--- src/rtl/core/lprs_pkg.sv ---
// ----------------------------------------------------------------------------
// lprs_pkg
// Shared types and constants for the LED panel row scan sequencer: item
// opcodes, result kinds, controller states and the command and status
// bundles that pass between the controller and the datapath.
// ----------------------------------------------------------------------------
package lprs_pkg;

   typedef enum logic [1:0] {
      OP_WRITE    = 2'd0,
      OP_TICK     = 2'd1,
      OP_SCAN_ON  = 2'd2,
      OP_SCAN_OFF = 2'd3
   } op_type;

   typedef enum logic [1:0] {
      KIND_ACK  = 2'd0,
      KIND_PIN  = 2'd1,
      KIND_DATA = 2'd2
   } kind_type;

   // Pin register updates that go with a result beat.
   typedef enum logic [2:0] {
      PIN_HOLD,
      PIN_OE_OFF,
      PIN_OE_BLANK,
      PIN_LATCH_ON,
      PIN_LATCH_OFF,
      PIN_OE_LIT
   } pin_op_type;

   typedef enum logic [2:0] {
      ST_CLEAR,
      ST_IDLE,
      ST_STREAM,
      ST_LATCH_ON,
      ST_LATCH_OFF,
      ST_LIGHT
   } state_type;

   // Configuration register indexes.
   localparam logic CSR_OE_ACTIVE_HIGH   = 1'b0;
   localparam logic CSR_LATCH_PULSE_HIGH = 1'b1;

   localparam logic [7:0] BYTE_ONES  = 8'hFF;
   localparam logic [7:0] BYTE_ZEROS = 8'h00;

   typedef struct packed {
      logic       emit;
      kind_type   kind;
      logic       last;
      logic       acc_write;
      logic       mem_write;
      logic       mem_read;
      logic       clr_step;
      logic       idx_clear;
      logic       idx_step;
      logic       scan_set;
      logic       scan_clr;
      logic       row_adv;
      pin_op_type pin_op;
   } cmd_type;

   typedef struct packed {
      logic clr_done;
      logic idx_last;
      logic scan_en;
   } status_type;

endpackage

--- src/rtl/core/lprs_ctrl.sv ---
// ----------------------------------------------------------------------------
// lprs_ctrl
// Sequencer state machine. It runs the clearing pass after reset, takes
// items while idle and steps a row tick through blanking, byte streaming,
// latch pulse and relighting.
// ----------------------------------------------------------------------------
module lprs_ctrl
   import lprs_pkg::*;
(
   input  logic       clock,
   input  logic       reset,
   input  logic       start,
   input  logic [1:0] req_op,
   input  status_type status,
   output logic       busy,
   output cmd_type    cmd
);

   state_type state_ff;
   state_type state_in;
   op_type    op;

   assign op   = op_type'(req_op);
   assign busy = (state_ff != ST_IDLE);

   always_ff @(posedge clock) begin
      if (reset) begin
         state_ff <= ST_CLEAR;
      end else begin
         state_ff <= state_in;
      end
   end

   always_comb begin
      state_in = state_ff;
      cmd      = '0;
      cmd.kind   = KIND_ACK;
      cmd.pin_op = PIN_HOLD;
      unique case (state_ff)
         ST_CLEAR: begin
            cmd.clr_step = 1'b1;
            if (status.clr_done) begin
               state_in = ST_IDLE;
            end
         end
         ST_IDLE: begin
            if (start) begin
               cmd.emit = 1'b1;
               cmd.last = 1'b1;
               unique case (op)
                  OP_WRITE: begin
                     cmd.mem_write = 1'b1;
                     cmd.acc_write = 1'b1;
                  end
                  OP_SCAN_ON: begin
                     cmd.scan_set = 1'b1;
                  end
                  OP_SCAN_OFF: begin
                     cmd.scan_clr = 1'b1;
                     cmd.kind     = KIND_PIN;
                     cmd.pin_op   = PIN_OE_OFF;
                  end
                  OP_TICK: begin
                     // A tick while stopped is only acknowledged.
                     if (status.scan_en) begin
                        cmd.last      = 1'b0;
                        cmd.kind      = KIND_PIN;
                        cmd.pin_op    = PIN_OE_BLANK;
                        cmd.mem_read  = 1'b1;
                        cmd.idx_clear = 1'b1;
                        state_in      = ST_STREAM;
                     end
                  end
                  default: ;
               endcase
            end
         end
         ST_STREAM: begin
            cmd.emit = 1'b1;
            cmd.kind = KIND_DATA;
            if (status.idx_last) begin
               state_in = ST_LATCH_ON;
            end else begin
               cmd.mem_read = 1'b1;
               cmd.idx_step = 1'b1;
            end
         end
         ST_LATCH_ON: begin
            cmd.emit    = 1'b1;
            cmd.kind    = KIND_PIN;
            cmd.pin_op  = PIN_LATCH_ON;
            cmd.row_adv = 1'b1;
            state_in    = ST_LATCH_OFF;
         end
         ST_LATCH_OFF: begin
            cmd.emit   = 1'b1;
            cmd.kind   = KIND_PIN;
            cmd.pin_op = PIN_LATCH_OFF;
            state_in   = ST_LIGHT;
         end
         ST_LIGHT: begin
            cmd.emit   = 1'b1;
            cmd.kind   = KIND_PIN;
            cmd.pin_op = PIN_OE_LIT;
            cmd.last   = 1'b1;
            state_in   = ST_IDLE;
         end
         default: begin
            state_in = ST_IDLE;
         end
      endcase
   end

endmodule

--- config.mk ---
export PLATFORM = sky130hd
export DESIGN_NAME = lprs_ctrl
export DESIGN_NICKNAME = d
export VERILOG_FILES = /design/src/rtl/core/lprs_pkg.sv /design/src/rtl/core/lprs_ctrl.sv
export SDC_FILE = /design/constraint.sdc
export NUM_CORES = 1
export LEC_CHECK = 0
export BUFFER_PORTS_ARGS = -buffer_cell sky130_fd_sc_hd__buf_4
export CAP_MARGIN = 20
export CORE_AREA = 2 2 39 41
export DETAILED_ROUTE_END_ITERATION = 8
export DIE_AREA = 0 0 41 43
export PLACE_DENSITY = 0.53
export SLEW_MARGIN = 25
export SYNTH_ARGS = -nofsm -noshare
export SYNTH_HDL_FRONTEND = slang
export SYNTH_SLANG_ARGS = --single-unit
export TNS_END_PERCENT = 5
--- constraint.sdc ---
create_clock -name clock -period 1.35 [get_ports clock]
set_clock_uncertainty 0.2 [all_clocks]
set_input_delay 0.27 -clock clock [delete_from_list [all_inputs] [get_ports clock]]
set_output_delay 0.27 -clock clock [all_outputs]
set_load 0.02 [all_outputs]
==> results <==
- STA puts the critical path data required time at 880 ps.
- The buffer type at the clock tree root is clkbuf_4.
- Counting every sink on the clock net gives 3.
- The top flip-flop cell by instance count after synthesis is dfxtp_1.
- More flip-flops sit in one register than any other, and that register is state_ff.
- The source of the critical timing path is state_ff[2]$_SDFFE_PP0P_.
- The count of maximum capacitance violations is 0.
- After detailed routing, the number of remaining DRC violations is 0.
- The power density of the placed cells is 539.6 nW/um^2.
- In this run, the number of DRC markers left after iteration 0 of detailed routing was 3.
- The final-report setup violation count is 17.
- The type of destination of the critical path is an output port.
- In this run the standard cell core region covers 1384 um^2.
- The number of pins exceeding their max-slew limit in the final report was 0.
- In the post-synthesis netlist, the cell with the most instances is nor3_1.
- After synthesis, the share of flip-flops with an asynchronous set or reset is 0.
- Summing every instance area after synthesis gives 319.1 um^2.
- In this design, the largest share of critical-path delay is due to simple AND/OR/NAND/NOR gates.
- After detailed routing, the average wire length per cell comes to 10.89 um.
- The final hold violation count is 0.
- The slowest stage of the critical path belongs to the cell dfxtp_4.
- The height of the die is 43 um.
- The CTS tree is done.
- The start of the worst register-to-register path is state_ff[1]$_SDFFE_PP0P_.
- The largest net degree at the start of global routing is 10.
- The fraction of final layout cells with drive strength greater than 1 is 0.7303.
- The total clock buffers created by CTS is 3.
- After routing the design area is 799.5 um^2.
- The remaining antenna violation count after routing is 0.
- The number of enable flip-flop cells after synthesis is 0.
- The initial antenna violation count is 0.
- The wire length of the first global-routing pass is 1773 um.
- The detailed placer's ending HPWL is 825.8 um.
- The flip-flop count of the largest register, all copies and words added is 3.
- Across the VDD grid, the largest voltage drop is 0.5301 mV.
- Headroom to the max-slew limit came out at 0.8470.
- The total wire length after detailed routing is 1143 um.
- The level count of the clock H-tree is 1.
- The CTS clock-pin slew for the worst setup and hold paths is 40 ps.
- In the post-synthesis netlist, the biggest area contributors are dfxtp_1 19%, nor3_1 9.4%, inv_1 5.9%, nand2b_1 5.9%, nand3_1 4.7%.
- In this run the tool buffered the top-level ports with 24 buffer cells.
- The largest registers in the layout are state_ff (3).
- After detailed routing, the number of vias per cell comes to 4.667.
- The I/O pin count is 25.
- The sum of internal, switching and leakage power is 0.4314 mW.
- The area of placed instances is 666.9 um^2.
- Setup repair after global routing could not meet its margin everywhere.
- The transition time of the tightest slew-check pin is 227.0 ps.
- The net count reported at finish is 98.
- The global route total overflow is 0.
- The launching element type of the critical path is a register.
- The number of antenna cells inserted is 0.
- The cell type with the highest aggregate area in the netlist is dfxtp_1.
- The total routing resource utilization after global routing is 0.1484.
- For the worst-skew pair, the clock arrives at the later sink with an insertion delay of 230 ps.
- In the synthesized netlist, the number of instances is 47.
- The area overhead of the layout relative to synthesis is 150.6%.
- Traced cell by cell, the critical path runs through nor2_4 -> nand3_4 -> nor3_4 -> buf_6.
- Counting every net in the synthesized netlist gives 55.
- The largest single stage delay on the critical path is 360 ps.
- The number of global-route vias before repair is 428.
- The share of synthesized area in the top cell type comes to 0.1882.
- The deepest clock path buffer count is 2.
- For this run, the detailed router's first-pass iteration total came to 2.
- The part of the cycle the worst path needs is 1.242.
- The number of placement rows is 14.
- In the synthesized netlist, the cells that appear most often are 6 x nor3_1, 5 x inv_1, 4 x nand2_1.
- For the worst setup path, the data arrival time is 1210 ps.
- The unique cell type count in the Yosys netlist is 22.
- At the end of routability-driven placement, the weighted congestion stood at 0.6920.
- The total of flip-flops plus latches after synthesis is 3.
- The top fanout value on the critical path is 6.
- Timing would allow up to 596.5 MHz.
- Across all setup checks in the final design, the least slack found is -326.5 ps.
- The average instance in the mapped netlist occupies 6.788 um^2.
- Summed over all cells, the static leakage comes to 0.3663 nW.
- The overall die width is 41 um.
- The buffer and inverter count on the worst path is 1.
- The critical setup path kind is register to output port.
- The worst hold path begins at status[1].
- The type of the worst min-delay path is primary input to register.
- The minimum clock period is 1677 ps.
- The checks that failed: negative setup slack.
- The floorplan step defined a die boundary enclosing 1763 um^2.
- Hold is met by 244.5 ps.
- Prior to clock tree synthesis, the placed netlist has a worst setup slack of -232.8 ps.
- The effective utilization at floorplan is 0.2306.
- The run finished, with violations left.
- At the end of the flow the core is filled with cells to 0.5778.
- The share of the Yosys chip area taken by registers is 0.1882.
- The warning count from the yosys run is 0.
- The count of vias placed by the detailed router is 490.
## layout make-up
| type | count | area, um^2 |
|---|---|---|
| fillers | 136 | 584.3 |
| multi-input cells | 36 | 316.6 |
| repair buffers | 41 | 349.1 |
| flip-flops and latches | 3 | 68.82 |
| clock buffers | 4 | 26.28 |
| inverters | 5 | 18.77 |
| well taps | 16 | 20.02 |
## worst paths after layout
check / end / slack, ps / cells past startpoint
setup reg to reg: state_ff[1]$_SDFFE_PP0P_ / 80 / 4
hold reg to reg: state_ff[1]$_SDFFE_PP0P_ / 370 / 2
hold / removal: state_ff[0]$_SDFFE_PP0P_ / 240 / 3
setup / recovery: cmd[11] / -330 / 4
## through the flow
stage               setup TNS, ps  std cells
floorplan                   -1953         47
global placement            -1717         99
detailed placement          -1745         99
CTS                         -4352        105
global route                -5221        105
finish                      -4153        105
## where the power goes
group,internal (mW),switching [mW],total [mW]
registers,0.0898,0.00342,0.0932
logic,0.0897,0.0897,0.179
clock network,0.111,0.0479,0.159
total,0.290,0.141,0.431
## worst register-to-register path: cells and delay by family (launching register included)
family | cells | cell delay (ps)
AOI/OAI and AO/OA | 1 | 210
buffers and inverters | 1 | 130
and+or+nand+nor | 2 | 290
DFF | 1 | 360
## cells in the final DEF, fill, tap and decap left out
cell type,count
a211oi_1,1
a211oi_2,1
a21oi_1,1
a21oi_2,1
a31oi_1,1
a31oi_2,1
and2_1,1
and2b_1,1
and3_4,1
and4b_4,1
buf_12,1
buf_4,32
buf_6,7
clkbuf_1,1
clkbuf_4,3
dfxtp_2,1
dfxtp_4,2
dlygate4sd3_1,1
inv_1,4
inv_2,1
nand2_1,4
nand2b_1,1
nand2b_4,2
nand3_1,1
nand3_2,1
nand3_4,1
nor2_1,1
nor2_2,1
nor2_4,1
nor3_2,4
nor3_4,2
nor3b_1,1
o21ai_0,3
o221ai_2,1
or2_1,2
## repair_timing
item                                    in CTS  in global routing
gates resized for setup                     19                  3
endpoints found under the setup margin      17                 18
pin swaps                                    4                  1
hold buffers                                 1                  0
setup buffers                                1                  0
endpoints found under the hold margin        1                  0
## routing by layer
layer | track usage | routed length [um]
met4 | 0 | 0
met2 | 0.2469 | 616
met3 | 0.07853 | 90
met5 | 0 | 0
met1 | 0.1731 | 437
## logic make-up after synthesis
group           count (synthesis)  share of synthesized area
simple gates                   26                     0.4902
compound gates                 10                     0.2078
buf+inv                         8                     0.1137
flops                           3                     0.1882
(Power assumes the default switching activity.)
