File: src/rtl/core/lprs_pkg.sv
// ----------------------------------------------------------------------------
// lprs_pkg
// Shared types and constants for the LED panel row scan sequencer: item
// opcodes, result kinds, controller states and the command and status
// bundles that pass between the controller and the datapath.
// ----------------------------------------------------------------------------
package lprs_pkg;

   typedef enum logic [1:0] {
      OP_WRITE    = 2'd0,
      OP_TICK     = 2'd1,
      OP_SCAN_ON  = 2'd2,
      OP_SCAN_OFF = 2'd3
   } op_type;

   typedef enum logic [1:0] {
      KIND_ACK  = 2'd0,
      KIND_PIN  = 2'd1,
      KIND_DATA = 2'd2
   } kind_type;

   // Pin register updates that go with a result beat.
   typedef enum logic [2:0] {
      PIN_HOLD,
      PIN_OE_OFF,
      PIN_OE_BLANK,
      PIN_LATCH_ON,
      PIN_LATCH_OFF,
      PIN_OE_LIT
   } pin_op_type;

   typedef enum logic [2:0] {
      ST_CLEAR,
      ST_IDLE,
      ST_STREAM,
      ST_LATCH_ON,
      ST_LATCH_OFF,
      ST_LIGHT
   } state_type;

   // Configuration register indexes.
   localparam logic CSR_OE_ACTIVE_HIGH   = 1'b0;
   localparam logic CSR_LATCH_PULSE_HIGH = 1'b1;

   localparam logic [7:0] BYTE_ONES  = 8'hFF;
   localparam logic [7:0] BYTE_ZEROS = 8'h00;

   typedef struct packed {
      logic       emit;
      kind_type   kind;
      logic       last;
      logic       acc_write;
      logic       mem_write;
      logic       mem_read;
      logic       clr_step;
      logic       idx_clear;
      logic       idx_step;
      logic       scan_set;
      logic       scan_clr;
      logic       row_adv;
      pin_op_type pin_op;
   } cmd_type;

   typedef struct packed {
      logic clr_done;
      logic idx_last;
      logic scan_en;
   } status_type;

endpackage

File: src/rtl/core/lprs_datapath.sv
// ----------------------------------------------------------------------------
// lprs_datapath
// Scan buffer memory, scan row and byte counters, pin registers,
// configuration registers and the registered result beat.
// ----------------------------------------------------------------------------
module lprs_datapath
   import lprs_pkg::*;
#(
   parameter int ROWS        = 16,
   parameter int ROW_BYTES   = 32,
   parameter int BLANK_LEVEL = 0
)(
   input  logic       clock,
   input  logic       reset,
   input  cmd_type    cmd,
   output status_type status,
   input  logic [3:0] req_row_sel,
   input  logic [7:0] req_column,
   input  logic [7:0] req_data_in,
   input  logic       csr_we,
   input  logic       csr_index,
   input  logic       csr_wdata,
   output logic       rsp_valid,
   output logic [1:0] rsp_kind,
   output logic [7:0] rsp_data_out,
   output logic [3:0] rsp_row_pins,
   output logic       rsp_latch_pin,
   output logic       rsp_oe_pin,
   output logic       rsp_accepted,
   output logic       rsp_last
);

   localparam int DEPTH = ROWS * ROW_BYTES;
   localparam int AW    = $clog2(DEPTH);
   localparam int RW    = $clog2(ROWS);
   localparam int CW    = $clog2(ROW_BYTES);
   localparam logic [7:0] FILL_BYTE = (BLANK_LEVEL != 0) ? BYTE_ZEROS : BYTE_ONES;

   logic [7:0]    scan_mem_ff [DEPTH];
   logic [7:0]    mem_q_ff;

   logic [AW-1:0] clr_idx_ff, clr_idx_in;
   logic [CW-1:0] idx_ff, idx_in;
   logic [RW-1:0] scan_row_ff, scan_row_in;
   logic          scan_en_ff, scan_en_in;
   logic [3:0]    row_pin_ff, row_pin_in;
   logic          latch_ff, latch_in;
   logic          oe_ff, oe_in;
   logic          oe_hi_ff, latch_hi_ff;

   logic          rsp_valid_ff;
   logic [1:0]    rsp_kind_ff;
   logic [7:0]    rsp_data_ff;
   logic          rsp_acc_ff;
   logic          rsp_last_ff;

   logic          in_range;
   logic          mem_we;
   logic [AW-1:0] wr_addr;
   logic [AW-1:0] rd_addr;
   logic [CW-1:0] rd_col;
   logic [7:0]    wr_data;

   assign in_range = ({1'b0, req_row_sel} < 5'(ROWS)) && (req_column < 8'(ROW_BYTES));
   assign mem_we   = cmd.clr_step || (cmd.mem_write && in_range);
   assign wr_data  = cmd.clr_step ? FILL_BYTE : req_data_in;
   assign wr_addr  = cmd.clr_step ? clr_idx_ff
                   : AW'(AW'(req_row_sel[RW-1:0]) * AW'(ROW_BYTES) + AW'(req_column[CW-1:0]));

   // The first byte of a tick is fetched in the accept cycle; afterwards
   // the fetch runs one byte ahead of the byte being sent.
   assign rd_col  = cmd.idx_clear ? '0 : CW'(idx_ff + 1'b1);
   assign rd_addr = AW'(AW'(scan_row_ff) * AW'(ROW_BYTES) + AW'(rd_col));

   always_ff @(posedge clock) begin
      if (mem_we) begin
         scan_mem_ff[wr_addr] <= wr_data;
      end
      if (cmd.mem_read) begin
         mem_q_ff <= scan_mem_ff[rd_addr];
      end
   end

   assign status.clr_done = (clr_idx_ff == AW'(DEPTH - 1));
   assign status.idx_last = (idx_ff == CW'(ROW_BYTES - 1));
   assign status.scan_en  = scan_en_ff;

   always_comb begin
      clr_idx_in  = cmd.clr_step ? AW'(clr_idx_ff + 1'b1) : clr_idx_ff;
      idx_in      = idx_ff;
      if (cmd.idx_clear) begin
         idx_in = '0;
      end else if (cmd.idx_step) begin
         idx_in = CW'(idx_ff + 1'b1);
      end
      scan_row_in = scan_row_ff;
      if (cmd.row_adv) begin
         scan_row_in = (scan_row_ff == RW'(ROWS - 1)) ? '0 : RW'(scan_row_ff + 1'b1);
      end
      scan_en_in = scan_en_ff;
      if (cmd.scan_set) begin
         scan_en_in = 1'b1;
      end else if (cmd.scan_clr) begin
         scan_en_in = 1'b0;
      end
      row_pin_in = row_pin_ff;
      latch_in   = latch_ff;
      oe_in      = oe_ff;
      case (cmd.pin_op)
         PIN_OE_OFF:    oe_in = 1'b1;
         PIN_OE_BLANK:  oe_in = ~oe_hi_ff;
         PIN_LATCH_ON: begin
            row_pin_in = 4'(scan_row_ff);
            latch_in   = latch_hi_ff;
         end
         PIN_LATCH_OFF: latch_in = ~latch_hi_ff;
         PIN_OE_LIT:    oe_in = oe_hi_ff;
         default: ;
      endcase
   end

   always_ff @(posedge clock) begin
      if (reset) begin
         clr_idx_ff   <= '0;
         idx_ff       <= '0;
         scan_row_ff  <= '0;
         scan_en_ff   <= 1'b0;
         row_pin_ff   <= '0;
         latch_ff     <= 1'b1;
         oe_ff        <= 1'b1;
         oe_hi_ff     <= 1'b0;
         latch_hi_ff  <= 1'b1;
         rsp_valid_ff <= 1'b0;
      end else begin
         clr_idx_ff   <= clr_idx_in;
         idx_ff       <= idx_in;
         scan_row_ff  <= scan_row_in;
         scan_en_ff   <= scan_en_in;
         row_pin_ff   <= row_pin_in;
         latch_ff     <= latch_in;
         oe_ff        <= oe_in;
         rsp_valid_ff <= cmd.emit;
         if (csr_we) begin
            unique case (csr_index)
               CSR_OE_ACTIVE_HIGH:   oe_hi_ff    <= csr_wdata;
               CSR_LATCH_PULSE_HIGH: latch_hi_ff <= csr_wdata;
               default: ;
            endcase
         end
      end
   end

   // Result payload; the pin levels come straight from the pin registers,
   // which only change together with a result beat.
   always_ff @(posedge clock) begin
      if (cmd.emit) begin
         rsp_kind_ff <= cmd.kind;
         rsp_data_ff <= (cmd.kind == KIND_DATA) ? mem_q_ff : BYTE_ZEROS;
         rsp_acc_ff  <= cmd.acc_write && in_range;
         rsp_last_ff <= cmd.last;
      end
   end

   assign rsp_valid     = rsp_valid_ff;
   assign rsp_kind      = rsp_kind_ff;
   assign rsp_data_out  = rsp_data_ff;
   assign rsp_row_pins  = row_pin_ff;
   assign rsp_latch_pin = latch_ff;
   assign rsp_oe_pin    = oe_ff;
   assign rsp_accepted  = rsp_acc_ff;
   assign rsp_last      = rsp_last_ff;

endmodule
File: config.mk
export PLATFORM = sky130hd
export DESIGN_NAME = lprs_datapath
export DESIGN_NICKNAME = d
export VERILOG_FILES = /design/src/rtl/core/lprs_pkg.sv /design/src/rtl/core/lprs_datapath.sv
export SDC_FILE = /design/constraint.sdc
export NUM_CORES = 2
export LEC_CHECK = 0
export BUFFER_PORTS_ARGS = -buffer_cell sky130_fd_sc_hd__buf_2
export CAP_MARGIN = 40
export CELL_PAD_IN_SITES_DETAIL_PLACEMENT = 1
export CELL_PAD_IN_SITES_GLOBAL_PLACEMENT = 2
export CORE_MARGIN = 2
export CORE_UTILIZATION = 44
export CTS_CLUSTER_SIZE = 28
export DETAILED_ROUTE_END_ITERATION = 6
export HOLD_SLACK_MARGIN = 0.15
export PLACE_DENSITY = 0.83
export SLEW_MARGIN = 20
export SYNTH_ARGS = -nofsm -noshare
export SYNTH_HDL_FRONTEND = slang
export SYNTH_SLANG_ARGS = --single-unit
File: constraint.sdc
create_clock -name clock -period 6.6 [get_ports clock]
set_clock_uncertainty 0.05 [all_clocks]
set_input_delay 1.32 -clock clock [delete_from_list [all_inputs] [get_ports clock]]
set_output_delay 1.32 -clock clock [all_outputs]
set_load 0.01 [all_outputs]
==> out/results.tsv <==
metric	value	unit
depth of the CTS H-tree	5	
number of buffers added by the clock tree synthesis step	416	
Setup crit end kind	flop	
CP required	7.30	ns
number of global-route vias before repair	101900	
HPWL Detailed	355100	um
portion of the clock cycle consumed by the worst path in the final layout	83.73	%
fraction of final layout cells sized beyond drive strength 1	18.60	%
GRT overflow	0	
final count of pins violating max slew	0	
WL per Instance	38.72	um
worst-case setup margin in the final layout	1.074	ns
number of search-and-repair iterations in the first detailed-routing pass	6	
Critical Path Start Type	flop	
worst slack at placement	0.7180	ns
initial antenna violation count	57	
Syn. warnings	0	
maximum number of pins on one net before global-route repair	207	
total negative slack for setup checks	0	ns
Leak Pwr	0.05706	uW
Total Die Area	373900	um^2
largest vdd supply drop	0.2365	mV
clock transition at the register clock pins on the worst setup and hold paths after CTS	0.06	ns
count of flip-flops with a built-in enable after synthesis	4116	
post-detailed-routing wire length	587000	um
placeable core region	368000	um^2
area growth from synthesis to layout	13.93	%
number of buffers inserted by hold repair at cts	0	
post-cts gate resize count	0	
Worst-Margin Slew	1.415	ns
post-synthesis cell count	9494	
classification of the worst-slack hold path	in2reg	
leading post-synthesis cells by cell area	sky130_fd_sc_hd__edfxtp_1 (76%), sky130_fd_sc_hd__mux4_2 (5.8%), sky130_fd_sc_hd__o221ai_1 (2.4%)	
Post-synth top flop	sky130_fd_sc_hd__edfxtp_1	
beginning of the critical path	idx_ff[3]	
first-pass GRT wire length	809600	um
CP arrival	6.22	ns
flip-flop and latch count after synthesis	4144	
aggregate global-route resource usage	30.67	%
maximum fanout count along the critical path	15	
die boundary height	611.5	um
antenna-violating nets left	0	
fraction of synthesized area in multiplexers	7.004	%
setup repair after global routing missed its margin	no	
class of the most critical setup path	reg2reg	
relative max-transition margin	5.686	%
Root Buffer	sky130_fd_sc_hd__clkbuf_16	
run status	complete, no violations	
Port Buffers	62	
number of cell rows	223	
via count of the routed design	103700	
area leader, netlist	sky130_fd_sc_hd__edfxtp_1	
final layout net count	9994	
total power density per cell area	294.4	nW/um^2
fraction of synthesized cell area in xor and xnor cells	0.07398	%
simple-gate area share of the yosys netlist	5.184	%
CTS tree	built	
clock latency on the worst-skew pair	1.01	ns
number of hold-slack violations in the final timing report	0	
dominant combinational cell family by area after synthesis	compound AO/OA/AOI/OAI gates	
post-synthesis share of cell area spent on full adders, half adders and majority gates	0.03853	%
horizontal extent of the die	611.5	um
mean instance size in the synthesized netlist	17.10	um^2
proportion of synthesized chip area in sequential cells	76.47	%
DRC violation count after routing	0	
Setup-failing EPs final	0	
Synth top area share	76.12	%
Period minus WS final	5.526	ns
starting density of the core	44.12	%
MaxCap Viol Count	0	
post-synthesis instance area	162400	um^2
number of nets in the synthesized netlist	9540	
number of buffers between clock root and the deepest sink	4	
worst reg2reg path startpoint	idx_ff[3]	
drt initial violations	17650	
fraction of the mapped netlist area in compound gates	8.691	%
via density per instance	6.843	
buffer count from post-CTS setup fixing	0	
number of top-level design ports	63	
GP Congestion	0.9226	
Distinct cells, synth	93	
fraction of registers with async set or reset after synthesis	0	%
TritonCTS sink count	4144	
Worst Min Path Start	cmd[12]	
fmax	0.1810	GHz
report_power, final:
part / internal (uW) / leakage [uW] / switching (uW)
sequential: 29000 / 0.0368 / 39.1
clock: 12500 / 0.00628 / 10400
combinational: 674 / 0.0140 / 1870
total: 42200 / 0.0571 / 12300
metrics by stage:
step	total power [uW]	cells	utilization [%]	area [um^2]	hold slack [ns]
3_5_place_dp	31980	14180	46.32	170500	0.4373
3_3_place_gp	31870	14100	46.07	169600	0.4048
5_1_grt	55390	15120	50.24	184900	0.4457
6_report	54470	15160	50.26	185000	0.4387
4_1_cts	54370	14930	49.82	183300	0.4062
2_1_floorplan	30910	9494	-	162400	0.4024
sequential cells by signal, summed over array words and instances (netlist names), 2 cells and up:
| signal | cells |
|---|---|
| idx_ff | 5 |
| scan_row_ff | 4 |
| clr_idx_ff | 9 |
| mem_q_ff | 8 |
| rsp_row_pins | 4 |
| scan_mem_ff | 4096 |
| rsp_kind | 2 |
| rsp_data_out | 8 |
layout make-up:
type / count / area [um^2]
Clock buffer: 502 / 10780
Multi-Input combinational cell: 4599 / 34620
Fill cell: 33870 / 183000
Antenna cell: 39 / 97.59
Tap cell: 4837 / 6052
Inverter: 18 / 75.07
Clock inverter: 252 / 2102
Sequential cell: 4144 / 124200
Timing Repair Buffer: 769 / 7099
routing by layer:
layer / GRT usage, % / share of wire (%) / vias to the layer above
met5: 0 / 0.045 / -
met4: 18.64 / 6.8 / 34
met3: 8.270 / 13 / 1741
met1: 39.79 / 35 / 53960
met2: 46.22 / 45 / 8455
li1: - / - / 39550
placed cells by master, fill, tap and decap left out, types with 22 or more instances in the layout:
master                      synthesis  final
sky130_fd_sc_hd__a211oi_1          87     85
sky130_fd_sc_hd__a21oi_1          302    300
sky130_fd_sc_hd__a221oi_1          25     25
sky130_fd_sc_hd__a22oi_1           51     51
sky130_fd_sc_hd__a311oi_1          24     24
sky130_fd_sc_hd__a31oi_1          146    146
sky130_fd_sc_hd__a32oi_1           22     22
sky130_fd_sc_hd__and3_1            32     32
sky130_fd_sc_hd__buf_12             1     98
sky130_fd_sc_hd__buf_2            233     76
sky130_fd_sc_hd__buf_4            140    570
sky130_fd_sc_hd__bufinv_16          0     23
sky130_fd_sc_hd__clkbuf_1         259     84
sky130_fd_sc_hd__clkbuf_16          0    418
sky130_fd_sc_hd__clkinv_1           2    120
sky130_fd_sc_hd__clkinv_2           0     72
sky130_fd_sc_hd__dfxtp_1           28     26
sky130_fd_sc_hd__diode_2            0     39
sky130_fd_sc_hd__edfxtp_1        4116   4116
sky130_fd_sc_hd__mux2_2            35     35
sky130_fd_sc_hd__mux2i_1          157    152
sky130_fd_sc_hd__mux4_2           415    415
sky130_fd_sc_hd__nand2_1          650    632
sky130_fd_sc_hd__nand2b_1          25     23
sky130_fd_sc_hd__nand3_1          269    269
sky130_fd_sc_hd__nand4_1           32     32
sky130_fd_sc_hd__nor2_1           679    662
sky130_fd_sc_hd__nor3_1            66     64
sky130_fd_sc_hd__o211ai_1         129    129
sky130_fd_sc_hd__o21ai_0          239    239
sky130_fd_sc_hd__o21ai_1           23     23
sky130_fd_sc_hd__o221ai_1         446    446
sky130_fd_sc_hd__o22ai_1          394    394
sky130_fd_sc_hd__or2_2             55     47
synth_stat cells, types with 24 or more instances:
cell / instances
sky130_fd_sc_hd__a211oi_1: 87
sky130_fd_sc_hd__a21oi_1: 302
sky130_fd_sc_hd__a221oi_1: 25
sky130_fd_sc_hd__a22oi_1: 51
sky130_fd_sc_hd__a311oi_1: 24
sky130_fd_sc_hd__a31oi_1: 146
sky130_fd_sc_hd__and3_1: 32
sky130_fd_sc_hd__buf_1: 38
sky130_fd_sc_hd__buf_2: 233
sky130_fd_sc_hd__buf_4: 140
sky130_fd_sc_hd__buf_6: 59
sky130_fd_sc_hd__clkbuf_1: 259
sky130_fd_sc_hd__dfxtp_1: 28
sky130_fd_sc_hd__edfxtp_1: 4116
sky130_fd_sc_hd__mux2_2: 35
sky130_fd_sc_hd__mux2i_1: 157
sky130_fd_sc_hd__mux4_2: 415
sky130_fd_sc_hd__nand2_1: 650
sky130_fd_sc_hd__nand2b_1: 25
sky130_fd_sc_hd__nand3_1: 269
sky130_fd_sc_hd__nand4_1: 32
sky130_fd_sc_hd__nor2_1: 679
sky130_fd_sc_hd__nor3_1: 66
sky130_fd_sc_hd__o211ai_1: 129
sky130_fd_sc_hd__o21ai_0: 239
sky130_fd_sc_hd__o221ai_1: 446
sky130_fd_sc_hd__o22ai_1: 394
sky130_fd_sc_hd__or2_2: 55
path summary, 6_finish.rpt:
path | slack (ns) | to | depth (start not counted)
min reg2reg | 0.46 | scan_en_ff | 2
min | 0.44 | rsp_last | 1
max | 1.07 | mem_q_ff[0] | 13
max reg2reg | 1.07 | mem_q_ff[0] | 13
worst max-delay path: stages, from the launching register on:
cell and delay (ns):
sky130_fd_sc_hd__dfxtp_1 0.73, sky130_fd_sc_hd__and3_1 0.27, sky130_fd_sc_hd__ha_1 0.51, sky130_fd_sc_hd__nor3b_1 0.52
sky130_fd_sc_hd__mux2_2 0.54, sky130_fd_sc_hd__buf_4 0.43, sky130_fd_sc_hd__buf_4 0.33, sky130_fd_sc_hd__o211ai_1 0.24
sky130_fd_sc_hd__a21boi_0 0.44, sky130_fd_sc_hd__nor4_1 0.12, sky130_fd_sc_hd__clkdlybuf4s18_2 0.29, sky130_fd_sc_hd__nor4b_1 0.37
sky130_fd_sc_hd__o21ai_1 0.19, sky130_fd_sc_hd__o211a_1 0.20
cell families (layout without fill, tap and decap cells):
kind of cell | count (synthesis) | after routing
flops | 4144 | 4144
compound gates | 2039 | 2039
buf+inv | 751 | 1541
xor+xnor | 12 | 12
mux | 612 | 612
simple gates | 1931 | 1931
fa+ha+maj | 5 | 5
other cells | 0 | 39
Power figures use the tool's default switching activity.
